## config.mk

```make
export PLATFORM = sky130hd
export DESIGN_NAME = tea_davies_meyer_hash
export DESIGN_NICKNAME = d
export VERILOG_FILES = /design/src/hdl/tdm_pkg.sv /design/src/hdl/tea_davies_meyer_hash.sv /design/src/hdl/tdm_round.sv /design/src/hdl/tdm_mod.sv
export SDC_FILE = /design/constraint.sdc
export NUM_CORES = 2
export LEC_CHECK = 0
export BUFFER_PORTS_ARGS = -buffer_cell sky130_fd_sc_hd__buf_4
export CORE_MARGIN = 4
export CORE_UTILIZATION = 34
export DETAILED_ROUTE_END_ITERATION = 10
export PLACE_DENSITY = 0.47
export RECOVER_POWER = 100
export SLEW_MARGIN = 40
export SYNTH_ARGS = -nofsm -noshare
export SYNTH_HDL_FRONTEND = slang
export SYNTH_SLANG_ARGS = --single-unit
```

## constraint.sdc

```tcl
create_clock -name clk_i -period 9.8 [get_ports clk_i]
set_input_delay 0.98 -clock clk_i [delete_from_list [all_inputs] [get_ports clk_i]]
set_output_delay 0.98 -clock clk_i [all_outputs]
set_load 0.1 [all_outputs]
```

## src/hdl/tdm_pkg.sv

```systemverilog
// Shared constants and types for the TEA Davies-Meyer hash block.
// No dependencies; imported by every module of the block.
`timescale 1ns / 1ps

package tdm_pkg;

  localparam int WORD_W       = 32;
  localparam int BC_W         = 17;
  localparam int IDX_W        = 16;
  localparam int BLOCK_ROUNDS = 6;
  localparam int FINAL_ROUNDS = 10;

  localparam logic [WORD_W-1:0] TEA_DELTA       = 32'h9E3779B9;
  localparam logic [WORD_W-1:0] CHAIN_LOW_INIT  = 32'h9464a485;
  localparam logic [WORD_W-1:0] CHAIN_HIGH_INIT = 32'h542e1a94;
  localparam logic [BC_W-1:0]   BUCKET_RESET    = 17'd1024;
  localparam logic [BC_W-1:0]   BUCKET_MAX      = 17'h10000;

  localparam logic [2:0]        REG_BUCKET      = 3'd0;

  typedef logic [WORD_W-1:0] word_t;

endpackage

```

## src/hdl/tea_davies_meyer_hash.sv

```systemverilog
// Key bytes enter one beat per cycle while the block is idle (tuser flags a byte, tlast
// ends the key) and are buffered until 16 are held. A beat that completes a block holds the
// input for one load, 12 half rounds through the single shared TEA unit and one feed-forward
// add. The tlast beat holds it for 20 half rounds for the final block, the fold, and the
// one-bit-per-cycle remainder unit that forms the bucket index. A tlast beat that also
// completes a block runs the block pass first. The result sits in an output register, so
// the next key may start while it waits to be taken. bucket_count lives at address 0 of
// the APB port.
// Depends on tdm_pkg, tdm_round and tdm_mod.
`timescale 1ns / 1ps

module tea_davies_meyer_hash
  import tdm_pkg::*;
(
  input  logic        clk_i,
  input  logic        rst_ni,
  // slave stream
  input  logic        s_axis_tvalid,
  output logic        s_axis_tready,
  input  logic [7:0]  s_axis_tdata,   // [7:0] data_byte
  input  logic        s_axis_tuser,   // [0] has_byte
  input  logic        s_axis_tlast,
  // master stream
  output logic        m_axis_tvalid,
  input  logic        m_axis_tready,
  output logic [47:0] m_axis_tdata,   // [31:0] hash_value, [47:32] bucket_index
  // configuration
  input  logic        psel,
  input  logic        penable,
  input  logic        pwrite,
  input  logic [2:0]  paddr,
  input  logic [31:0] pwdata,
  output logic [31:0] prdata,
  output logic        pready
);

  localparam logic [2:0] S_IDLE = 3'd0;
  localparam logic [2:0] S_LOAD = 3'd1;
  localparam logic [2:0] S_MIX  = 3'd2;
  localparam logic [2:0] S_FOLD = 3'd3;
  localparam logic [2:0] S_DIVS = 3'd4;
  localparam logic [2:0] S_DIV  = 3'd5;
  localparam logic [2:0] S_OUT  = 3'd6;

  localparam int          HALF_W     = $clog2(2 * FINAL_ROUNDS);
  localparam logic [HALF_W-1:0] BLOCK_LAST = HALF_W'(2 * BLOCK_ROUNDS - 1);
  localparam logic [HALF_W-1:0] FINAL_LAST = HALF_W'(2 * FINAL_ROUNDS - 1);

  logic [2:0]        state_q, state_d;
  logic [BC_W-1:0]   bc_q;
  word_t             cl_q, ch_q, b0_q, b1_q, sum_q, len_q, hash_q;
  word_t             w_q [4];
  word_t             w_fin [4];
  logic [3:0][3:0][7:0] blk_q;
  logic              blk_pend_q, fin_pend_q, fin_q;
  logic [HALF_W-1:0] cnt_q;
  logic              m_valid_q;
  word_t             m_hash_q;
  logic [IDX_W-1:0]  m_idx_q;

  logic              in_fire, cfg_wr, out_load, half_last;
  word_t             rnd_x, rnd_y, rnd_ka, rnd_kb, rnd_out;
  word_t             pad_w, pad_p, tail_w, tail_src;
  logic [1:0]        nwords, nextra;
  logic [BC_W-1:0]   divisor;
  logic              div_done;
  logic [IDX_W-1:0]  div_rem;

  assign s_axis_tready = (state_q == S_IDLE);
  assign in_fire       = s_axis_tvalid && s_axis_tready;
  assign cfg_wr        = psel && penable && pwrite && pready;
  assign pready        = 1'b1;
  assign prdata        = (paddr == REG_BUCKET) ? {{(32 - BC_W){1'b0}}, bc_q} : '0;
  assign out_load      = (state_q == S_OUT) && (!m_valid_q || m_axis_tready);
  assign half_last     = (cnt_q == (fin_q ? FINAL_LAST : BLOCK_LAST));
  assign divisor       = bc_q[BC_W-1] ? BUCKET_MAX : bc_q;

  // final block: whole words, then pad words with leftover bytes shifted into the first
  assign nwords   = len_q[3:2];
  assign nextra   = len_q[1:0];
  assign pad_p    = len_q | (len_q << 8);
  assign pad_w    = pad_p | (pad_p << 16);
  assign tail_src = blk_q[nwords];

  always_comb begin
    tail_w = pad_w;
    if (nextra >= 2'd1) tail_w = (tail_w << 8) | {{24{tail_src[7]}}, tail_src[7:0]};
    if (nextra >= 2'd2) tail_w = (tail_w << 8) | {{24{tail_src[15]}}, tail_src[15:8]};
    if (nextra == 2'd3) tail_w = (tail_w << 8) | {{24{tail_src[23]}}, tail_src[23:16]};
    for (int j = 0; j < 4; j++) begin
      if (2'(j) < nwords) begin
        w_fin[j] = blk_q[j];
      end else if (2'(j) == nwords) begin
        w_fin[j] = tail_w;
      end else begin
        w_fin[j] = pad_w;
      end
    end
  end

  // shared half-round operands
  always_comb begin
    if (!cnt_q[0]) begin
      rnd_x  = b0_q;
      rnd_y  = b1_q;
      rnd_ka = w_q[0];
      rnd_kb = w_q[1];
    end else begin
      rnd_x  = b1_q;
      rnd_y  = b0_q;
      rnd_ka = w_q[2];
      rnd_kb = w_q[3];
    end
  end

  tdm_round u_round (
    .x_i   (rnd_x),
    .y_i   (rnd_y),
    .ka_i  (rnd_ka),
    .kb_i  (rnd_kb),
    .sum_i (sum_q),
    .x_o   (rnd_out)
  );

  tdm_mod u_mod (
    .clk_i      (clk_i),
    .rst_ni     (rst_ni),
    .start_i    (state_q == S_DIVS),
    .dividend_i (cl_q ^ ch_q),
    .divisor_i  (divisor),
    .done_o     (div_done),
    .rem_o      (div_rem)
  );

  always_comb begin
    state_d = state_q;
    unique case (state_q)
      S_IDLE: if (in_fire && ((s_axis_tuser && len_q[3:0] == 4'hF) || s_axis_tlast)) begin
        state_d = S_LOAD;
      end
      S_LOAD: state_d = S_MIX;
      S_MIX:  if (half_last) state_d = S_FOLD;
      S_FOLD: begin
        if (fin_q) state_d = S_DIVS;
        else if (fin_pend_q) state_d = S_LOAD;
        else state_d = S_IDLE;
      end
      S_DIVS: state_d = S_DIV;
      S_DIV:  if (div_done) state_d = S_OUT;
      S_OUT:  if (out_load) state_d = S_IDLE;
      default: state_d = S_IDLE;
    endcase
  end

  always_ff @(posedge clk_i or negedge rst_ni) begin
    if (!rst_ni) begin
      state_q    <= S_IDLE;
      bc_q       <= BUCKET_RESET;
      cl_q       <= CHAIN_LOW_INIT;
      ch_q       <= CHAIN_HIGH_INIT;
      len_q      <= '0;
      blk_pend_q <= 1'b0;
      fin_pend_q <= 1'b0;
      fin_q      <= 1'b0;
      cnt_q      <= '0;
      m_valid_q  <= 1'b0;
    end else begin
      state_q <= state_d;
      if (cfg_wr && paddr == REG_BUCKET) bc_q <= pwdata[BC_W-1:0];
      if (in_fire) begin
        if (s_axis_tuser) len_q <= len_q + 1'b1;
        blk_pend_q <= s_axis_tuser && (len_q[3:0] == 4'hF);
        fin_pend_q <= s_axis_tlast;
      end
      if (state_q == S_LOAD) begin
        fin_q <= !blk_pend_q;
        cnt_q <= '0;
      end
      if (state_q == S_MIX) cnt_q <= cnt_q + 1'b1;
      if (state_q == S_FOLD) begin
        cl_q <= cl_q + b0_q;
        ch_q <= ch_q + b1_q;
        if (!fin_q) blk_pend_q <= 1'b0;
      end
      if (out_load) begin
        cl_q       <= CHAIN_LOW_INIT;
        ch_q       <= CHAIN_HIGH_INIT;
        len_q      <= '0;
        fin_pend_q <= 1'b0;
        m_valid_q  <= 1'b1;
      end else if (m_axis_tready) begin
        m_valid_q <= 1'b0;
      end
    end
  end

  always_ff @(posedge clk_i) begin
    if (in_fire && s_axis_tuser) blk_q[len_q[3:2]][len_q[1:0]] <= s_axis_tdata;
    if (state_q == S_LOAD) begin
      for (int j = 0; j < 4; j++) begin
        w_q[j] <= blk_pend_q ? blk_q[j] : w_fin[j];
      end
      b0_q  <= cl_q;
      b1_q  <= ch_q;
      sum_q <= TEA_DELTA;
    end
    if (state_q == S_MIX) begin
      if (!cnt_q[0]) begin
        b0_q <= rnd_out;
      end else begin
        b1_q  <= rnd_out;
        sum_q <= sum_q + TEA_DELTA;
      end
    end
    if (state_q == S_DIVS) hash_q <= cl_q ^ ch_q;
    if (out_load) begin
      m_hash_q <= hash_q;
      m_idx_q  <= (divisor == '0) ? '0 : div_rem;
    end
  end

  assign m_axis_tvalid = m_valid_q;
  assign m_axis_tdata  = {m_idx_q, m_hash_q};

  a_mix_bound: assert property (@(posedge clk_i) disable iff (!rst_ni)
    (state_q == S_MIX) |-> (cnt_q <= (fin_q ? FINAL_LAST : BLOCK_LAST)))
    else $error("half-round count past the round limit");

  a_len_step: assert property (@(posedge clk_i) disable iff (!rst_ni)
    in_fire |=> (len_q == $past(len_q) + {31'b0, $past(s_axis_tuser)}))
    else $error("key length did not track the byte beat");

  a_block_aligned: assert property (@(posedge clk_i) disable iff (!rst_ni)
    (state_q == S_FOLD && !fin_q) |-> (len_q[3:0] == 4'h0))
    else $error("block mix folded without a full block");

  a_div_done: assert property (@(posedge clk_i) disable iff (!rst_ni)
    div_done |-> (state_q == S_DIV))
    else $error("remainder finished outside the wait state");

endmodule

```

## src/hdl/tdm_round.sv

```systemverilog
// One TEA half round: the shared mixing unit of the block.
// Depends on tdm_pkg.
`timescale 1ns / 1ps

module tdm_round
  import tdm_pkg::*;
(
  input  word_t x_i,
  input  word_t y_i,
  input  word_t ka_i,
  input  word_t kb_i,
  input  word_t sum_i,
  output word_t x_o
);

  word_t mix;

  assign mix = ((y_i << 4) + ka_i) ^ (y_i + sum_i) ^ ((y_i >> 5) + kb_i);
  assign x_o = x_i + mix;

endmodule

```

## src/hdl/tdm_mod.sv

```systemverilog
// Restoring remainder unit, one dividend bit per cycle.
// Depends on tdm_pkg.
`timescale 1ns / 1ps

module tdm_mod
  import tdm_pkg::*;
(
  input  logic             clk_i,
  input  logic             rst_ni,
  input  logic             start_i,
  input  word_t            dividend_i,
  input  logic [BC_W-1:0]  divisor_i,
  output logic             done_o,
  output logic [IDX_W-1:0] rem_o
);

  localparam int CNT_W = $clog2(WORD_W);

  word_t             quo_q;
  logic [BC_W-1:0]   rem_q;
  logic [CNT_W-1:0]  cnt_q;
  logic              busy_q;
  logic              done_q;
  logic [BC_W:0]     rem_sh;
  logic [BC_W-1:0]   rem_d;

  assign rem_sh = {rem_q, quo_q[WORD_W-1]};

  always_comb begin
    if (rem_sh >= {1'b0, divisor_i}) begin
      rem_d = BC_W'(rem_sh - {1'b0, divisor_i});
    end else begin
      rem_d = rem_sh[BC_W-1:0];
    end
  end

  always_ff @(posedge clk_i or negedge rst_ni) begin
    if (!rst_ni) begin
      busy_q <= 1'b0;
      done_q <= 1'b0;
      cnt_q  <= '0;
    end else if (start_i) begin
      busy_q <= 1'b1;
      done_q <= 1'b0;
      cnt_q  <= '0;
    end else if (busy_q) begin
      cnt_q <= cnt_q + 1'b1;
      if (cnt_q == CNT_W'(WORD_W - 1)) begin
        busy_q <= 1'b0;
        done_q <= 1'b1;
      end
    end else begin
      done_q <= 1'b0;
    end
  end

  always_ff @(posedge clk_i) begin
    if (start_i) begin
      quo_q <= dividend_i;
      rem_q <= '0;
    end else if (busy_q) begin
      quo_q <= quo_q << 1;
      rem_q <= rem_d;
    end
  end

  assign done_o = done_q;
  assign rem_o  = rem_q[IDX_W-1:0];

endmodule
```

# [Yosys cells after proc, flatten, opt, wreduce, memory -nomap -nowiden]
# Memories as Yosys holds them, arrays and structs flattened.
# Cells that the tools add are included.
[totals] elab_cells=186 mem_bits_rw=128 input_bits=52 mem_count=1 reg_bits=485
[op_classes] n_addsub=11 n_bitwise=8 muxes=74 n_lt_le_gt_ge=11 n_eq_ne=18 n_reduce_logical=26
[memory_table] memory="w_q" words=4 width=32 read_ports=4 rd_ports_with_merged_regs=0 wr=4 line_no="tea_davies_meyer_hash.sv:52" source="word_t w_q [4];"
[ops] op="$mux W32" count=38
[ops] op="$add A32 B32 Y32" count=5
[ops] op="$or A32 B32 Y32" count=5
[ops] op="$bwmux W128" count=1
[ops] op="$xor A32 B32 Y32" count=3
[ops] op="$bmux W32 S2" count=1
[ops] op="$demux W32 S2" count=1
[ops] op="$mux W17" count=3
[ops] op="$add A27 B32 Y32" count=1
[ops] op="$add A32 B1 Y32 const B" count=1
[ops] op="$add A32 B32 Y32 const B" count=1
[ops] op="$mux W5" count=5
[ops] op="$mux W24" count=1
[ops] op="$pmux W3 S7" count=1
[ops] op="$ge A18 B17 Y1" count=1
[ops] op="$logic_not A17 Y1" count=1
[ops] op="$sub A17 B17 Y17" count=1
[ops] op="$demux W8 S2" count=1
[ops] op="$mux W1" count=16
[ops] op="$mux W3" count=5
[ops] op="$reduce_bool A2 Y1" count=6
[ops] op="$add A5 B1 Y5 const B" count=2
[ops] op="$logic_and A1 B1 Y1" count=10
[ops] op="$eq A3 B3 Y1 const B" count=3
[ops] op="23 further kinds" count=35

# [Depth between registers and ports, before layout]
[logic_depth] ltp_word=11 depth_mapped=30 depth_no_buf=26

# [Cells and area by module]
# A second synthesis with hierarchy kept.
[hier_totals] hier_cells=3789 area_unflattened_um2=38291.7
[by_module_without_submodules] module="tea_davies_meyer_hash" n_inst=1 area_each_um2=28810.1 seq_area_each_um2=15172.1 cells_per_inst=2663
[by_module_without_submodules] module="tdm_round" n_inst=1 area_each_um2=6088.3 seq_area_each_um2=0.0 cells_per_inst=799
[by_module_without_submodules] module="tdm_mod" n_inst=1 area_each_um2=3393.3 seq_area_each_um2=1476.4 cells_per_inst=327

# [Worst setup path before layout]
# Ideal clock, no wire load.
[synth_path] path_type="reg2reg" startpoint="register cnt_q[0]" endpoint="register b0_q[31]" path_slack_ps=2984 period_less_slack_ps=6816 t_arrival_ps=6684 stages_incl_launch_ff=31 setup_ps=133 path_buffers=4 path_cell_list="dfrtp_1 > clkbuf_1 > clkbuf_1 > buf_1 > clkbuf_1 > mux2_2 > ha_1 > fa_1 > a21oi_1 > o21ai_1 > a41oi_1 > nor2b_1 > a221o_1 > a21o_1 > a21oi_1 > o31ai_1 > xnor2_1 > xnor2_1 > xor2_1 > ha_1 > nand2_1 > nor2_1 > a211oi_1 > o21bai_1 > a21o_1 > a211oi_1 > a21oi_1 > xor3_1 > xnor2_1 > xnor2_1 > a21oi_1"
[synth_between] elab_chain_len=7
[synth_lines] element="start, declared" line_no="tea_davies_meyer_hash.sv:56" source="logic [HALF_W-1:0] cnt_q;"
[synth_lines] element="start signal, assigned" line_no="tea_davies_meyer_hash.sv:179" source="if (state_q == S_MIX) cnt_q <= cnt_q + 1'b1;"
[synth_lines] element="$mux W32" line_no="tea_davies_meyer_hash.sv:103" source="if (!cnt_q[0]) begin"
[synth_lines] element="$add A32 B32 Y32" line_no="tdm_round.sv:18" source="assign mix = ((y_i << 4) + ka_i) ^ (y_i + sum_i) ^ ((y_i >> 5) + kb_i);"
[synth_lines] element="$xor A32 B32 Y32 (2 in series)" line_no="tdm_round.sv:18"
[synth_lines] element="$add A32 B32 Y32" line_no="tdm_round.sv:19" source="assign x_o = x_i + mix;"
[synth_lines] element="$mux W32 *" line_no="tea_davies_meyer_hash.sv:208" source="if (!cnt_q[0]) begin"
[synth_lines] element="$mux W32 *" line_no="tea_davies_meyer_hash.sv:207" source="if (state_q == S_MIX) begin"
[synth_lines] element="end signal, assigned" line_no="tea_davies_meyer_hash.sv:203" source="b0_q <= cl_q;"
[synth_lines] element="end signal, assigned" line_no="tea_davies_meyer_hash.sv:209" source="b0_q <= rnd_out;"
[synth_lines] element="end, declared" line_no="tea_davies_meyer_hash.sv:51" source="word_t cl_q, ch_q, b0_q, b1_q, sum_q, len_q, hash_q;"
# Every way passes the cells marked *; elsewhere a longest branch is shown, timed or not.
# A chain may end at the register's enable or synchronous reset.

# [Final worst setup path]
[layout_path] startpoint="register cnt_q[0]" endpoint="register b1_q[29]"
[layout_between] elab_chain_len=7
[layout_lines] element="$mux W32" line_no="tea_davies_meyer_hash.sv:103"
[layout_lines] element="$add A32 B32 Y32" line_no="tdm_round.sv:18"
[layout_lines] element="$xor A32 B32 Y32 (2 in series)" line_no="tdm_round.sv:18"
[layout_lines] element="$add A32 B32 Y32" line_no="tdm_round.sv:19"
[layout_lines] element="$mux W32 *" line_no="tea_davies_meyer_hash.sv:208"
[layout_lines] element="$mux W32 *" line_no="tea_davies_meyer_hash.sv:207"
[layout_lines] element="end signal, assigned" line_no="tea_davies_meyer_hash.sv:204" source="b1_q <= ch_q;"
[layout_lines] element="end signal, assigned" line_no="tea_davies_meyer_hash.sv:211" source="b1_q <= rnd_out;"
[layout_lines] element="end, declared" line_no="tea_davies_meyer_hash.sv:51"
# Marks and branches as above.

==> impl_metrics.yaml <==
drt:
  dr.pass1.iters: 7
  drcViolationCount: 0
  vias: 28068
  drt_iter0_drc: 1877
  wl_per_cell_um: 20.73
  wl_mm: 110.3
  viasPerCell: 5.276
  antenna_left: 0
finish:
  final_common_cell: "nand2_1"
  layout.nets: 4112
  layout_common_cells: "539 x nand2_1, 368 x edfxtp_1, 303 x o21ai_0"
  area_growth_pct: 11.69
  final_cells: 5320
  fin_area_um2: 41740
  drive_above_1_share: 0.09170
worst_setup_path:
  worst-endpoint-arrival_ns: 8.43
  rrSetupSlack_ns: 1.81
  required_ns: 10.24
  worstPathMaxFanout: 39
  r2r_end: "b1_q[29]"
  path_class: "flip-flop to flip-flop"
  r2r-start: "cnt_q[0]"
  r2r_cells: 23
  endpoint_kind: "flip-flop"
  critPathLaunchType: "flip-flop"
logic_synthesis:
  synth_cell_types: 86
  synthCells: 3800
  synth-seq-area-share: 0.4455
  async_flop_share: 0.2153
  synth_edf_count: 368
  syn_area_per_cell_um2: 9.834
  synth_warnings: 0
  ys.flop_type: "edfxtp_1"
  syn_area_um2: 37370
  ys_ff_latch: 613
worst_hold_path:
  min_from: "hash_q[15]"
  min_delay_path_depth: 0
  min_to: "m_hash_q[15]"
  hold_class: "flip-flop to flip-flop"
global_route:
  track_usage: 0.1868
  grt.overflow.total: 0
  grt_start_max_net_pins: 102
  antenna_found_initial: 4
  grt_pass1_vias: 27263
  grt_first_pass_wirelength_mm: 167.5
die:
  start_util: 0.3428
  die_area_um2: 115300
  die_x_um: 339.5
  coreArea_um2: 109000
  ioPinCount: 135
  die_h_um: 339.5
  num_rows: 121
place:
  routabilityCongestion: 0.8721
  placed_area_um2: 39610
  dp_hpwl_mm: 79.31
  buffer_ports.inserted: 103
  dp_cells: 5179
clocking:
  ctsResizeCount: 0
  cts_buffers: 77
  cts-htree-levels: 3
  cts.path.max_buffers: 3
  hold_buffers: 0
  clock_sinks: 613
  cts_setup_buffers: 0
  clk_latency_ns: 0.63
  cts_tree: "done"
  cts-root-buf: "clkbuf_16"
  clk_pin_slew_worst_paths_ns: 0.06
timing:
  rsz0062_at_grt: "false"
  finalClockSkew_ns: 0.02454
  tns_ns: 0
  slew_headroom: -2.287
  drv_slew: 975
  finalCritPeriodShare: 0.8153
  setup_violations: 0
  worstMarginPinSlew_ns: 4.930
  post-route-min-period_ns: 7.990
  hold_violations: 0
  fmax_ghz: 0.1252
status:
  violations: "capacitance limit, slew limit"
  status: "finished with violations"
flow_run:
  drv_cap: 23
-- worst max-delay path: stages, from the launching register on --
cell	delay (ns)
dfrtp_1	1.49
buf_4	0.53
mux2_1	0.43
ha_1	0.32
a21oi_1	0.13
nor2b_1	0.08
a311oi_1	0.62
o211ai_1	0.26
a221o_1	0.39
and2_0	0.21
a31oi_1	0.22
xnor2_1	0.16
xnor2_1	0.12
ha_1	0.37
and3_1	0.19
and2_0	0.17
nand2_1	0.09
nor4_1	0.57
o21ai_0	0.30
o31ai_1	0.41
a21o_1	0.18
a21oi_1	0.08
xor2_1	0.29
o21ai_0	0.13
-- synth_stat cells (50+ instances only) --
| cell | number | area share |
|---|---|---|
| dfrtp_1 | 106 | 0.071 |
| a21oi_1 | 286 | 0.038 |
| o21ai_0 | 302 | 0.040 |
| nor2b_1 | 50 | 0.0084 |
| mux2_2 | 136 | 0.041 |
| a22oi_1 | 52 | 0.010 |
| inv_1 | 59 | 0.0059 |
| clkbuf_1 | 156 | 0.016 |
| edfxtp_1 | 368 | 0.30 |
| nand2_1 | 540 | 0.054 |
| ha_1 | 209 | 0.070 |
| nor2_1 | 263 | 0.026 |
| nand3_1 | 66 | 0.0088 |
| xor2_1 | 115 | 0.027 |
| mux2i_1 | 66 | 0.018 |
| dfxtp_1 | 113 | 0.061 |
| xnor2_1 | 183 | 0.043 |
| a21o_1 | 111 | 0.022 |
-- stage by stage --
| stage | util | hold WS [ns] | setup slack [ns] |
|---|---|---|---|
| 2_1_floorplan | - | 0.4003 | 2.984 |
| 3_3_place_gp | 0.3627 | 0.4016 | 2.690 |
| 3_5_place_dp | 0.3634 | 0.4052 | 2.658 |
| 4_1_cts | 0.3871 | 0.3275 | 2.649 |
| 5_1_grt | 0.3829 | 0.4188 | 1.154 |
| 6_report | 0.3829 | 0.4148 | 1.810 |
-- worst max path at each step --
stage / startpoint / endpoint / slack, ns / cells after the start
after floorplan: cnt_q[0] / b0_q[31] / 2.98 / 30
after global placement: cnt_q[0] / b0_q[31] / 2.69 / 26
final: cnt_q[0] / b1_q[29] / 1.81 / 23
after global routing: cnt_q[0] / b1_q[31] / 1.15 / 25
after CTS: cnt_q[0] / b0_q[31] / 2.65 / 26
after detailed placement: cnt_q[0] / b0_q[31] / 2.66 / 26
-- area by class of cell --
cell class                 instances  area, um^2
fill                           10936       67260
multi-input combinational       2947       19780
sequential                       613       16650
clock buffer                     101        2101
tap                             1414        1769
timing repair buffer             142       714.4
clock inverter                    38       479.2
inverter                          63       239.0
antenna                            2       5.005
-- logic make-up after synthesis --
| family | after synthesis | synth area share |
|---|---|---|
| other | 2 | 0.0002010 |
| adders and majority gates | 216 | 0.07372 |
| DFF | 613 | 0.4455 |
| and+or+nand+nor | 1128 | 0.1321 |
| muxes | 225 | 0.07252 |
| AOI/OAI and AO/OA | 1062 | 0.1775 |
| buffers and inverters | 254 | 0.02732 |
| xor gates and xnor gates | 300 | 0.07108 |
-- state kept, by name (all words and copies together) (netlist names), 3 cells and up --
signal       count
b0_q            32
b1_q            32
bc_q            17
blk_q          128
ch_q            32
cl_q            32
cnt_q            5
hash_q          32
len_q           32
m_hash_q        32
m_idx_q         16
state_q          3
sum_q           32
u_mod.cnt_q      5
u_mod.quo_q     32
u_mod.rem_q     17
w_q            128
-- layer usage --
layer  GRT usage  routed length, um  up-vias
li1            -                  -    13913
met1      0.2614              52650    13321
met5           0                 20        -
met3     0.02233               4511      185
met4     0.05938               3431        2
met2      0.3019              49680      647
Power is not shown: default switching activity piles up to over one toggle a cycle in this logic, so the estimate is an artifact.
